**config.mk**
```make
export PLATFORM = sky130hd
export DESIGN_NAME = lru_block_buffer_directory_unit
export DESIGN_NICKNAME = d
export VERILOG_FILES = /design/src/rtl/lbd_pkg.sv /design/src/rtl/lbd_cell.sv /design/src/rtl/lru_block_buffer_directory_unit.sv
export SDC_FILE = /design/constraint.sdc
export NUM_CORES = 1
export LEC_CHECK = 0
export ABC_AREA = 1
export BUFFER_PORTS_ARGS = -buffer_cell sky130_fd_sc_hd__buf_2
export CAP_MARGIN = 10
export CELL_PAD_IN_SITES_DETAIL_PLACEMENT = 0
export CELL_PAD_IN_SITES_GLOBAL_PLACEMENT = 2
export CORE_MARGIN = 1.5
export CORE_UTILIZATION = 47
export DETAILED_ROUTE_END_ITERATION = 8
export GPL_ROUTABILITY_DRIVEN = 1
export PLACE_DENSITY_LB_ADDON = 0.15
export SKIP_LAST_GASP = 1
export SLEW_MARGIN = 20
export SYNTH_ARGS = -nofsm -noshare
export SYNTH_HDL_FRONTEND = slang
export SYNTH_SLANG_ARGS = --single-unit
```
**constraint.sdc**
```tcl
create_clock -name aclk -period 9.1 [get_ports aclk]
set_input_delay 0.455 -clock aclk [delete_from_list [all_inputs] [get_ports aclk]]
set_output_delay 0.455 -clock aclk [all_outputs]
set_load 0.01 [all_outputs]
```
**src/rtl/lbd_pkg.sv**
```systemverilog
// Shared types and command codes for the LRU block buffer directory.
package lbd_pkg;

    localparam logic [1:0] CMD_READ   = 2'd0;
    localparam logic [1:0] CMD_WRITE  = 2'd1;
    localparam logic [1:0] CMD_SELECT = 2'd2;
    localparam logic [1:0] CMD_NONE   = 2'd3;

    // Control broadcast from the sequencer to every cell of the chain.
    typedef struct packed {
        logic clear;      // drop every entry
        logic compare;    // capture whether this cell is at or above the hit
        logic shift_all;  // insert: every cell takes its upstream neighbor
        logic shift_hit;  // hit: cells at or above the hit take their neighbor
    } lbd_ctl_t;

endpackage

```
**src/rtl/lbd_cell.sv**
```systemverilog
// One recency position of the directory chain: tag, slot number and valid bit.
module lbd_cell import lbd_pkg::*; #(
    parameter int TAG_W  = 32,
    parameter int SLOT_W = 4
) (
    input  logic              aclk,
    input  logic              aresetn,
    input  lbd_ctl_t          ctl,
    input  logic [TAG_W-1:0]  cmp_tag,
    input  logic [TAG_W-1:0]  prev_tag,
    input  logic [SLOT_W-1:0] prev_slot,
    input  logic              prev_valid,
    input  logic              next_any,
    input  logic [SLOT_W-1:0] next_slot,
    output logic [TAG_W-1:0]  tag_o,
    output logic [SLOT_W-1:0] slot_o,
    output logic              valid_o,
    output logic              any_o,
    output logic [SLOT_W-1:0] found_slot_o
);

    logic [TAG_W-1:0]  tag_reg;
    logic [SLOT_W-1:0] slot_reg;
    logic              valid_reg;
    logic              move_reg;
    logic              hit;
    logic              load;

    assign hit          = valid_reg && (tag_reg == cmp_tag);
    // hit status ripples toward the head: any_o is high if this cell or a later one hits
    assign any_o        = hit || next_any;
    assign found_slot_o = hit ? slot_reg : next_slot;
    assign load         = ctl.shift_all || (ctl.shift_hit && move_reg);

    always_ff @(posedge aclk) begin
        if (!aresetn) begin
            valid_reg <= 1'b0;
        end else if (ctl.clear) begin
            valid_reg <= 1'b0;
        end else if (load) begin
            valid_reg <= prev_valid;
        end
    end

    always_ff @(posedge aclk) begin
        if (load) begin
            tag_reg  <= prev_tag;
            slot_reg <= prev_slot;
        end
        if (ctl.compare) begin
            move_reg <= any_o;
        end
    end

    assign tag_o   = tag_reg;
    assign slot_o  = slot_reg;
    assign valid_o = valid_reg;

endmodule

```
**src/rtl/lru_block_buffer_directory_unit.sv**
```systemverilog
// Fully associative block directory with LRU replacement: each request passes
// through a compare cycle in which every cell of the recency chain checks
// its tag and the hit ripples to the head, and an update cycle in which the
// chain shifts to move the hit or new block to the most recent position and
// the result is loaded; the next request is accepted during the update cycle,
// so a new request is taken while the last one finishes unless the result port
// stalls. Slot valid bits reset at once, so there is no clearing pass.
module lru_block_buffer_directory_unit import lbd_pkg::*; #(
    parameter int SLOTS             = 16,
    parameter int BLOCK_INDEX_WIDTH = 32,
    localparam int SLOT_W           = $clog2(SLOTS),
    localparam int USED_W           = $clog2(SLOTS + 1)
) (
    input  logic                         aclk,
    input  logic                         aresetn,
    input  logic                         s_valid,
    output logic                         s_ready,
    input  logic [1:0]                   s_cmd,
    input  logic [BLOCK_INDEX_WIDTH-1:0] s_block_index,
    input  logic                         s_block_complete,
    input  logic [7:0]                   s_file_id,
    output logic                         m_valid,
    input  logic                         m_ready,
    output logic                         m_status,
    output logic                         m_hit,
    output logic [SLOT_W-1:0]            m_slot,
    output logic                         m_inserted,
    output logic                         m_evicted_valid,
    output logic [BLOCK_INDEX_WIDTH-1:0] m_evicted_block,
    output logic                         m_end_of_file
);

    localparam logic [1:0] ST_IDLE = 2'd0;
    localparam logic [1:0] ST_CMP  = 2'd1;
    localparam logic [1:0] ST_UPD  = 2'd2;

    logic [1:0]                   state_reg, state_next;
    logic [1:0]                   cmd_reg;
    logic [BLOCK_INDEX_WIDTH-1:0] blk_reg;
    logic                         complete_reg;
    logic [7:0]                   fid_reg;
    logic                         sel_reg;
    logic [7:0]                   cur_file_reg;
    logic [USED_W-1:0]            used_reg;
    logic                         hit_any_reg;
    logic [SLOT_W-1:0]            hit_slot_reg;

    logic                         m_valid_reg;
    logic                         m_status_reg, m_hit_reg, m_inserted_reg;
    logic                         m_evicted_valid_reg, m_end_of_file_reg;
    logic [SLOT_W-1:0]            m_slot_reg;
    logic [BLOCK_INDEX_WIDTH-1:0] m_evicted_block_reg;

    logic                         out_free, fire, take;
    logic                         is_access, do_hit, do_ins, do_eof, do_clear, full;
    logic [SLOT_W-1:0]            new_slot, head_slot;
    lbd_ctl_t                     ctl;

    logic [BLOCK_INDEX_WIDTH-1:0] tag_w   [SLOTS+1];
    logic [SLOT_W-1:0]            slot_w  [SLOTS+1];
    logic [SLOTS:0]               valid_w;
    logic [SLOTS:0]               any_w;
    logic [SLOT_W-1:0]            found_w [SLOTS+1];

    assign out_free = !m_valid_reg || m_ready;
    assign s_ready  = (state_reg == ST_IDLE) || ((state_reg == ST_UPD) && out_free);
    assign take     = s_valid && s_ready;
    assign fire     = (state_reg == ST_UPD) && out_free;

    assign is_access = (cmd_reg == CMD_READ) || (cmd_reg == CMD_WRITE);
    assign full      = (used_reg == USED_W'(SLOTS));
    assign do_hit    = fire && is_access && sel_reg && hit_any_reg;
    assign do_ins    = fire && is_access && sel_reg && !hit_any_reg
                       && ((cmd_reg == CMD_WRITE) || complete_reg);
    assign do_eof    = is_access && sel_reg && !hit_any_reg
                       && (cmd_reg == CMD_READ) && !complete_reg;
    assign do_clear  = fire && (cmd_reg == CMD_SELECT)
                       && (!sel_reg || (fid_reg != cur_file_reg));
    // LRU entry sits at the tail of the chain once every slot is in use
    assign new_slot  = full ? slot_w[SLOTS] : used_reg[SLOT_W-1:0];
    assign head_slot = do_hit ? hit_slot_reg : new_slot;

    assign ctl.clear     = do_clear;
    assign ctl.compare   = (state_reg == ST_CMP);
    assign ctl.shift_all = do_ins;
    assign ctl.shift_hit = do_hit;

    // head of the chain is fed with the entry becoming most recent
    assign tag_w[0]       = blk_reg;
    assign slot_w[0]      = head_slot;
    assign valid_w[0]     = 1'b1;
    assign any_w[SLOTS]   = 1'b0;
    assign found_w[SLOTS] = '0;

    for (genvar i = 0; i < SLOTS; i++) begin : g_cell
        lbd_cell #(
            .TAG_W  (BLOCK_INDEX_WIDTH),
            .SLOT_W (SLOT_W)
        ) u_cell (
            .aclk         (aclk),
            .aresetn      (aresetn),
            .ctl          (ctl),
            .cmp_tag      (blk_reg),
            .prev_tag     (tag_w[i]),
            .prev_slot    (slot_w[i]),
            .prev_valid   (valid_w[i]),
            .next_any     (any_w[i+1]),
            .next_slot    (found_w[i+1]),
            .tag_o        (tag_w[i+1]),
            .slot_o       (slot_w[i+1]),
            .valid_o      (valid_w[i+1]),
            .any_o        (any_w[i]),
            .found_slot_o (found_w[i])
        );
    end

    always_comb begin
        state_next = state_reg;
        unique case (state_reg)
            ST_IDLE: begin
                if (s_valid) begin
                    state_next = ST_CMP;
                end
            end
            ST_CMP: begin
                state_next = ST_UPD;
            end
            ST_UPD: begin
                if (out_free) begin
                    state_next = s_valid ? ST_CMP : ST_IDLE;
                end
            end
            default: begin
                state_next = ST_IDLE;
            end
        endcase
    end

    always_ff @(posedge aclk) begin
        if (!aresetn) begin
            state_reg    <= ST_IDLE;
            sel_reg      <= 1'b0;
            cur_file_reg <= '0;
            used_reg     <= '0;
            m_valid_reg  <= 1'b0;
        end else begin
            state_reg <= state_next;
            if (do_clear) begin
                sel_reg      <= 1'b1;
                cur_file_reg <= fid_reg;
                used_reg     <= '0;
            end else if (do_ins && !full) begin
                used_reg <= used_reg + USED_W'(1);
            end
            if (fire) begin
                m_valid_reg <= 1'b1;
            end else if (m_ready) begin
                m_valid_reg <= 1'b0;
            end
        end
    end

    always_ff @(posedge aclk) begin
        if (take) begin
            cmd_reg      <= s_cmd;
            blk_reg      <= s_block_index;
            complete_reg <= s_block_complete;
            fid_reg      <= s_file_id;
        end
        if (state_reg == ST_CMP) begin
            hit_any_reg  <= any_w[0];
            hit_slot_reg <= found_w[0];
        end
        if (fire) begin
            m_status_reg        <= is_access && !sel_reg;
            m_hit_reg           <= do_hit;
            m_slot_reg          <= (do_hit || do_ins) ? head_slot : '0;
            m_inserted_reg      <= do_ins;
            m_evicted_valid_reg <= do_ins && full;
            m_evicted_block_reg <= (do_ins && full) ? tag_w[SLOTS] : '0;
            m_end_of_file_reg   <= do_eof;
        end
    end

    assign m_valid         = m_valid_reg;
    assign m_status        = m_status_reg;
    assign m_hit           = m_hit_reg;
    assign m_slot          = m_slot_reg;
    assign m_inserted      = m_inserted_reg;
    assign m_evicted_valid = m_evicted_valid_reg;
    assign m_evicted_block = m_evicted_block_reg;
    assign m_end_of_file   = m_end_of_file_reg;

    a_used_bound: assert property (@(posedge aclk) disable iff (!aresetn)
        used_reg <= USED_W'(SLOTS))
        else $error("used slot count beyond slot total");

    a_tail_valid_when_full: assert property (@(posedge aclk) disable iff (!aresetn)
        full |-> valid_w[SLOTS])
        else $error("chain tail empty although every slot is in use");

    a_head_valid_after_access: assert property (@(posedge aclk) disable iff (!aresetn)
        (do_hit || do_ins) |=> valid_w[1])
        else $error("most recent position empty after hit or insert");

    a_clear_empties: assert property (@(posedge aclk) disable iff (!aresetn)
        do_clear |=> (used_reg == '0) && (valid_w[SLOTS:1] == '0))
        else $error("file change left entries in the directory");

endmodule

```
==> summary.txt, run 1 <==
Run status
  – Outcome: finished, final reports clean

Synthesis
  – Post-synthesis compound-gate area fraction: 0.0743
  – FF+latch count, synth: 713
  – Asr flop ratio synth: 0
  – Avg Inst Size Synth: 12.4 um^2
  – Cell variety after synth: 60
  – Post-synthesis sequential area ratio: 0.704
  – Mapped Area: between 20000 and 30000 um^2
  – Mapped Cells: approximately 2400
  – Largest family of logic cells by synthesized area: simple AND/OR/NAND/NOR gates
  – Syn Nets: 2455
  – Top_reg_cell synth: edfxtp_1
  – Synth Area in Adders: 0.000836
  – Post-synth EDFFs: 680
  – Synth Area in Simple Gates: 0.132
  – Mux share of post-synthesis cell area: 0
  – Total number of yosys warnings: 0
  – XOR/XNOR Fraction of Synth Area: 0.0474

Finish
  – Max reg flops: ~510
  – P&R area growth vs syn: 14.2%
  – Fin util: 0.543
  – Most common cell after layout, fill and taps aside: edfxtp_1
  – N_diodes: 0
  – Share of cells above drive strength 1: 0.131
  – Most frequent cells in the layout: edfxtp_1 (680), nand2_1 (495), nor2_1 (182), inv_1 (168), o21ai_0 (124)
  – Nets@finish: ~2600
  – Fillers: around 5300

Die
  – Die Ht: 255 um
  – Starting Density: 0.475
  – Core area: roughly 63000 um^2
  – Die span in x: roughly 260 um
  – I/O pin count: 90
  – # rows: approximately 90
  – Total Die Area: about 65000 um^2

Power and ir drop
  – Power share of the sequential group: 0.510
  – Worst vdd ir: 0.154 mV
  – Net switching power: around 0.0016 W
  – Pwr per Cell Area: between 200 and 250 nW/um^2
  – Leakage power: between 10 and 15 nW
  – P_int: between 0.005 and 0.006 W
  – Clock power frac: 0.443
  – Logic gate share of total power: 0.046
  – Switching Fraction: 0.221

Global routing
  – Total track usage: 0.309
  – Initial antenna violation count: 2
  – Largest net degree at the start of global routing: 44
  – Remaining Overflow, GRT: 0
  – First-pass GRT wire length: ~140000 um
  – Number of global-route vias before repair: ~20000

Critical path
  – Crit. End Element: flop
  – WP data arrival: between 4 and 5 ns
  – Critical path, cell by cell: buf_8 -> inv_1 -> o21ai_0 -> or4_1 -> nor4_1 -> nand4_1 -> or2_2 -> nand2_1 -> nand2_1 -> nand2_1 -> nand2_1 -> nand2_1 -> nand2_1
  – Critical-path maximum fanout: 16
  – Reg2reg start: blk_reg[13]
  – FF-to-FF path depth: 13
  – Crit path required time: 9.49 ns
  – Max incr delay on CP: ~0.74 ns
  – Worst r2r dst: hit_slot_reg[2]
  – CP dominant cell by count: nand2_1
  – CP max stage cell: inv_1
  – Startpoint Class: flop
  – WS Path Type: reg2reg
  – Flop2flop setup slack: around 4.6 ns

Clock tree
  – CTS H-tree depth: 3
  – CTS tree: yes
  – Max Root-Sink Buffers: 3
  – Clock root cell: clkbuf_16
  – Sink Count: about 710
  – Clk_lat worst skew: 0.64 ns
  – Clock transition at path regs: 0.06 ns
  – PostCTS Resize Cnt: 0
  – CTS Buf Count: 77

STA
  – Final setup vio count: 0
  – Max Transition Viols Final: 0
  – Fin Clk Skew: between 0.02 and 0.025 ns
  – RSZ-0062 raised after global routing: no
  – Max Fclk: between 0.2 and 0.25 GHz
  – Final Hold Viols: 0
  – Period utilisation layout: 0.494
  – Worst Hold Slack: approximately 0.023 ns
  – Final min period: about 4.5 ns
  – Worst slew pin tran: between 1 and 1.5 ns
  – Setup TNS: 0 ns
  – Relative slew margins: 0.227

Hold path
  – Hold endpoint: blk_reg[3]
  – Min-Delay Startpoint: s_block_index[3]
  – Hold Crit Depth: 1
  – Hold WC Path Type: in2reg

Detailed routing
  – DR WL/cell: a little under 30 um
  – DRT antenna net count: 0
  – Vias per cell: between 5 and 6
  – # DRC: 0
  – Drt initial violations: roughly 2300
  – Vias: approximately 20000
  – WL final: 101000 um
  – DRT Pass-1 Iters: 5

Placed design
  – Dpl hpwl: 69700 um
  – Gpl congestion: a little over 0.9
  – Port Buffer Count: between 80 and 90

Flow run
  – Max Cap Violations: 0
[stage by stage]
stage | worst slack [ns] | area [um^2] | total power (W) | cells
floorplan | 4.42 | 29900 | 0.00381 | 2406
global placement | 4.14 | 31400 | 0.00396 | 3307
detailed placement | 4.65 | 31400 | 0.00396 | 3308
CTS | 4.63 | 34200 | 0.00704 | 3480
global route | 4.30 | 34200 | 0.00720 | 3482
finish | 4.60 | 34200 | 0.00702 | 3482
[cells in the mapped netlist, types with 32 or more instances]
library cell,n,share of area
nor4_1,41,0.0086
dfxtp_1,33,0.022
inv_1,171,0.021
edfxtp_1,680,0.68
buf_2,36,0.0060
o21ai_0,125,0.021
nor2_1,183,0.023
a22o_1,32,0.0094
or2_2,39,0.0081
xor2_1,71,0.021
o22ai_1,67,0.014
xnor2_1,91,0.027
nand3_1,33,0.0055
nand2_1,496,0.062
a21oi_1,46,0.0077
[worst max-delay path: cells and delay by family (launching register included)]
family          cells  cell delay (ns)
simple gates       10             2.31
buf+inv             2             1.04
flops               1             0.71
compound gates      1             0.16
[final cells by class]
| class | instances | area, um^2 | area share |
|---|---|---|---|
| Multi-Input combinational cell | 1410 | 7650 | 0.224 |
| Sequential cell | 713 | 21100 | 0.616 |
| Clock buffer | 112 | 2260 | 0.0662 |
| Tap cell | 846 | 1060 | 0.0310 |
| Timing Repair Buffer | 171 | 1150 | 0.0336 |
| Inverter | 200 | 754 | 0.0221 |
| Clock inverter | 30 | 239 | 0.00699 |
[power groups by stage]
stage | clock (W) | sequential, W | combinational, W
floorplan | 0 | 0.00365 | 0.000167
global placement | 0 | 0.00365 | 0.000306
detailed placement | 0 | 0.00365 | 0.000307
CTS | 0.00314 | 0.00358 | 0.000319
global route | 0.00327 | 0.00358 | 0.000338
finish | 0.00311 | 0.00358 | 0.000325
[kinds of logic (layout without fill, tap and decap cells)]
logic type	count (synthesis)	after routing
and+or+nand+nor	892	892
AOI/OAI and AO/OA	354	354
DFF	713	713
adders and majority gates	2	2
xor gates and xnor gates	162	162
buffers and inverters	283	513
[worst max path at each step]
stage / from / to / slack (ns) / depth (start not counted)
after floorplan: m_ready / g_cell[11].u_cell.valid_o / 4.42 / 8
after global placement: blk_reg[13] / hit_slot_reg[0] / 4.14 / 12
after detailed placement: blk_reg[13] / hit_slot_reg[3] / 4.65 / 31
after CTS: blk_reg[13] / hit_slot_reg[0] / 4.63 / 31
after global routing: blk_reg[13] / hit_slot_reg[3] / 4.30 / 31
final: blk_reg[13] / hit_slot_reg[2] / 4.60 / 13
[layer usage]
layer  vias to the layer above  track usage  routed length (um)
met1                     10000        0.401               39100
li1                       8873            -                   -
met2                      1085        0.516               48700
met3                       222       0.0562                8660
met5                         -            0                   8
met4                         2        0.123                4370
[timing repair]
action                    in CTS  in global routing
hold endpoints to repair      30                  2
setup buffers                  0                  0
hold buffers                  30                  2
Note: power is estimated with default switching activity, not from simulation.
==> run 2: changes to the inputs <==
Settings changed: CORE_UTILIZATION 47 to 39.
Clock period 9.1 ns to 4 ns, I/O delays scaled along.
==> summary.txt, run 2 (synthesized netlist as in run 1, its figures left out) <==
Clock tree
  – CTS Buf Count: 79 (was 77)
  – Clk_lat worst skew: 0.63 ns (was 0.64 ns)
  – CTS tree: yes (unchanged)
  – Clock root cell: clkbuf_16 (unchanged)
  – Sink Count: 713 (unchanged)
  – CTS H-tree depth: 3 (unchanged)
  – Clock transition at path regs: 0.06 ns (about the same)
  – Max Root-Sink Buffers: 3 (unchanged)

STA
  – Final Hold Viols: 0 (unchanged)
  – Relative slew margins: 0.320 (was 0.227)
  – Max Transition Viols Final: 0 (unchanged)
  – Worst Hold Slack: 0.277 ns (was 0.0230 ns)
  – Worst slew pin tran: 1.02 ns (was 1.13 ns)
  – RSZ-0062 raised after global routing: no (unchanged)
  – Fin Clk Skew: 0.0187 ns (was 0.0245 ns)
  – Max Fclk: 0.268 GHz (was 0.222 GHz)
  – Final setup vio count: 0 (unchanged)
  – Final min period: 3.72 ns (was 4.50 ns)
  – Period utilisation layout: 0.931 (was 0.494)

Critical path
  – WS Path Type: reg2reg (unchanged)
  – Startpoint Class: flop (unchanged)
  – Crit. End Element: flop (unchanged)
  – WP data arrival: 4.12 ns (was 4.88 ns)
  – Crit path required time: 4.39 ns (was 9.49 ns)
  – Critical-path maximum fanout: 16 (unchanged)

Finish
  – Nets@finish: 2707 (was 2622)
  – Share of cells above drive strength 1: 0.150 (was 0.131)
  – Max reg flops: 512 (unchanged)
  – Fin util: 0.463 (was 0.543)
  – P&R area growth vs syn: 17.3% (was 14.2%)
  – Fillers: 6968 (was 5309)
  – Most common cell after layout, fill and taps aside: edfxtp_1 (unchanged)
  – Most frequent cells in the layout: edfxtp_1 (680), nand2_1 (495), nor2_1 (181), inv_1 (169), o21ai_0 (124) (was edfxtp_1 (680), nand2_1 (495), nor2_1 (182), inv_1 (168), o21ai_0 (124))
  – Final instance area: 35100 um^2 (was 34200 um^2)

Power and ir drop
  – Leakage power: 12.8 nW (was 12.4 nW)
  – Worst vdd ir: 0.304 mV (was 0.154 mV)
  – Pwr per Cell Area: 458 nW/um^2 (was 205 nW/um^2)

Placed design
  – Gpl congestion: 0.914 (was 0.929)
  – Placed Area: 32100 um^2 (was 31400 um^2)
  – Dpl hpwl: 76300 um (was 69700 um)
  – Port Buffer Count: 89 (unchanged)

Detailed routing
  – # DRC: 0 (unchanged)
  – WL final: 104000 um (was 101000 um)
  – Drt initial violations: 2189 (was 2338)
  – Vias per cell: 5.35 (was 5.81)
  – DRT antenna net count: 0 (unchanged)
  – Vias: 20100 (was 20200)
  – DRT Pass-1 Iters: 7 (was 5)
  – DR WL/cell: 27.7 um (was 29.0 um)

Global routing
  – Total track usage: 0.268 (was 0.309)
  – Number of global-route vias before repair: 20100 (was 19700)
  – Remaining Overflow, GRT: 0 (unchanged)
  – First-pass GRT wire length: 147000 um (was 143000 um)
  – Largest net degree at the start of global routing: 44 (unchanged)
  – Initial antenna violation count: 5 (was 2)

Die
  – Die span in x: 280 um (was 255 um)
  – # rows: 101 (was 92)
  – I/O pin count: 90 (unchanged)
  – Starting Density: 0.394 (was 0.475)
  – Die Ht: 280 um (was 255 um)
  – Core area: 75900 um^2 (was 63000 um^2)
  – Total Die Area: 78400 um^2 (was 65200 um^2)

Flow run
  – Max Cap Violations: 0 (unchanged)

Hold path
  – Hold WC Path Type: in2reg (unchanged)

Run status
  – Outcome: finished, final reports clean (unchanged)
[run 2: cell count changes in the layout (fill, tap and decap cells not counted), moves of 5 or more]
| cell | before | now |
|---|---|---|
| buf_4 | 49 | 112 |
| dlygate4sd3_1 | 32 | 48 |
| clkbuf_1 | 19 | 30 |
| clkbuf_8 | 12 | 1 |
| clkinv_2 | 15 | 9 |
| buf_12 | 0 | 5 |
[run 2: repair_timing]
| item | in CTS | in global routing |
|---|---|---|
| pin swaps | 0 | 0 |
| gates resized for setup | 0 | 2 |
| hold endpoints to repair | 55 | 0 |
| buffers inserted | 1 | 0 |
| setup endpoints to repair | 4 | 4 |
| hold buffers | 48 | 0 |
[run 2: final cells by class]
class	instances	area, um^2	share of cell area
antenna	1	2.50	0.0000712
sequential	713	21100	0.600
multi-input combinational	1410	7660	0.218
inverter	200	756	0.0215
clock buffer	111	2130	0.0606
tap	1030	1290	0.0367
timing repair buffer	254	1870	0.0531
clock inverter	34	347	0.00987
[run 2: metrics by stage]
stage               power, W  setup TNS [ns]  setup slack (ns)  std cells
finish                0.0161               0             0.275       3753
floorplan            0.00868               0             0.410       2406
detailed placement   0.00907          -0.884            -0.246       3558
CTS                   0.0162               0             0.214       3752
global placement     0.00907          -0.917            -0.265       3558
global route          0.0165               0            0.0394       3752
[run 2: worst max-delay path, stage by stage (launching register included)]
cell and delay [ns]:
edfxtp_1 0.45, inv_2 0.49, o21ai_0 0.23, nor4_1 0.39
nor4b_1 0.65, nand4_2 0.18, buf_4 0.23, or2_2 0.28
nand2_1 0.07, nand2_1 0.06, nand2_1 0.06, nand2_1 0.05
nand2_1 0.07, nand2_1 0.05, nand2_1 0.06, nand2_1 0.06
nand2_1 0.05, nand2_1 0.04
[run 2: per-layer routing]
layer / global-route usage / vias up / share of wire
met5: 0 / - / 0.00031
met4: 0.0881 / 4 / 0.033
li1: - / 9049 / -
met1: 0.354 / 10100 / 0.42
met3: 0.0405 / 183 / 0.063
met2: 0.451 / 788 / 0.49
[run 2: power breakdown]
| group | total, W | internal, W | switching, W | leakage, nW |
|---|---|---|---|---|
| combinational | 0.000811 | 0.000249 | 0.000562 | 5.09 |
| clock | 0.00711 | 0.00407 | 0.00305 | 1.20 |
| sequential | 0.00815 | 0.00812 | 0.0000288 | 6.50 |
| total | 0.0161 | 0.0124 | 0.00364 | 12.8 |
[run 2: path summary, 6_finish.rpt]
kind                         startpoint                    endpoint  slack [ns]  cells after the start
max                          blk_reg[9]             hit_slot_reg[3]        0.28                     17
min                   s_block_index[18]                 blk_reg[18]        0.28                      2
max reg2reg                  blk_reg[9]             hit_slot_reg[3]        0.28                     17
min reg2reg  g_cell[3].u_cell.slot_o[2]  g_cell[4].u_cell.slot_o[2]        0.43                      0
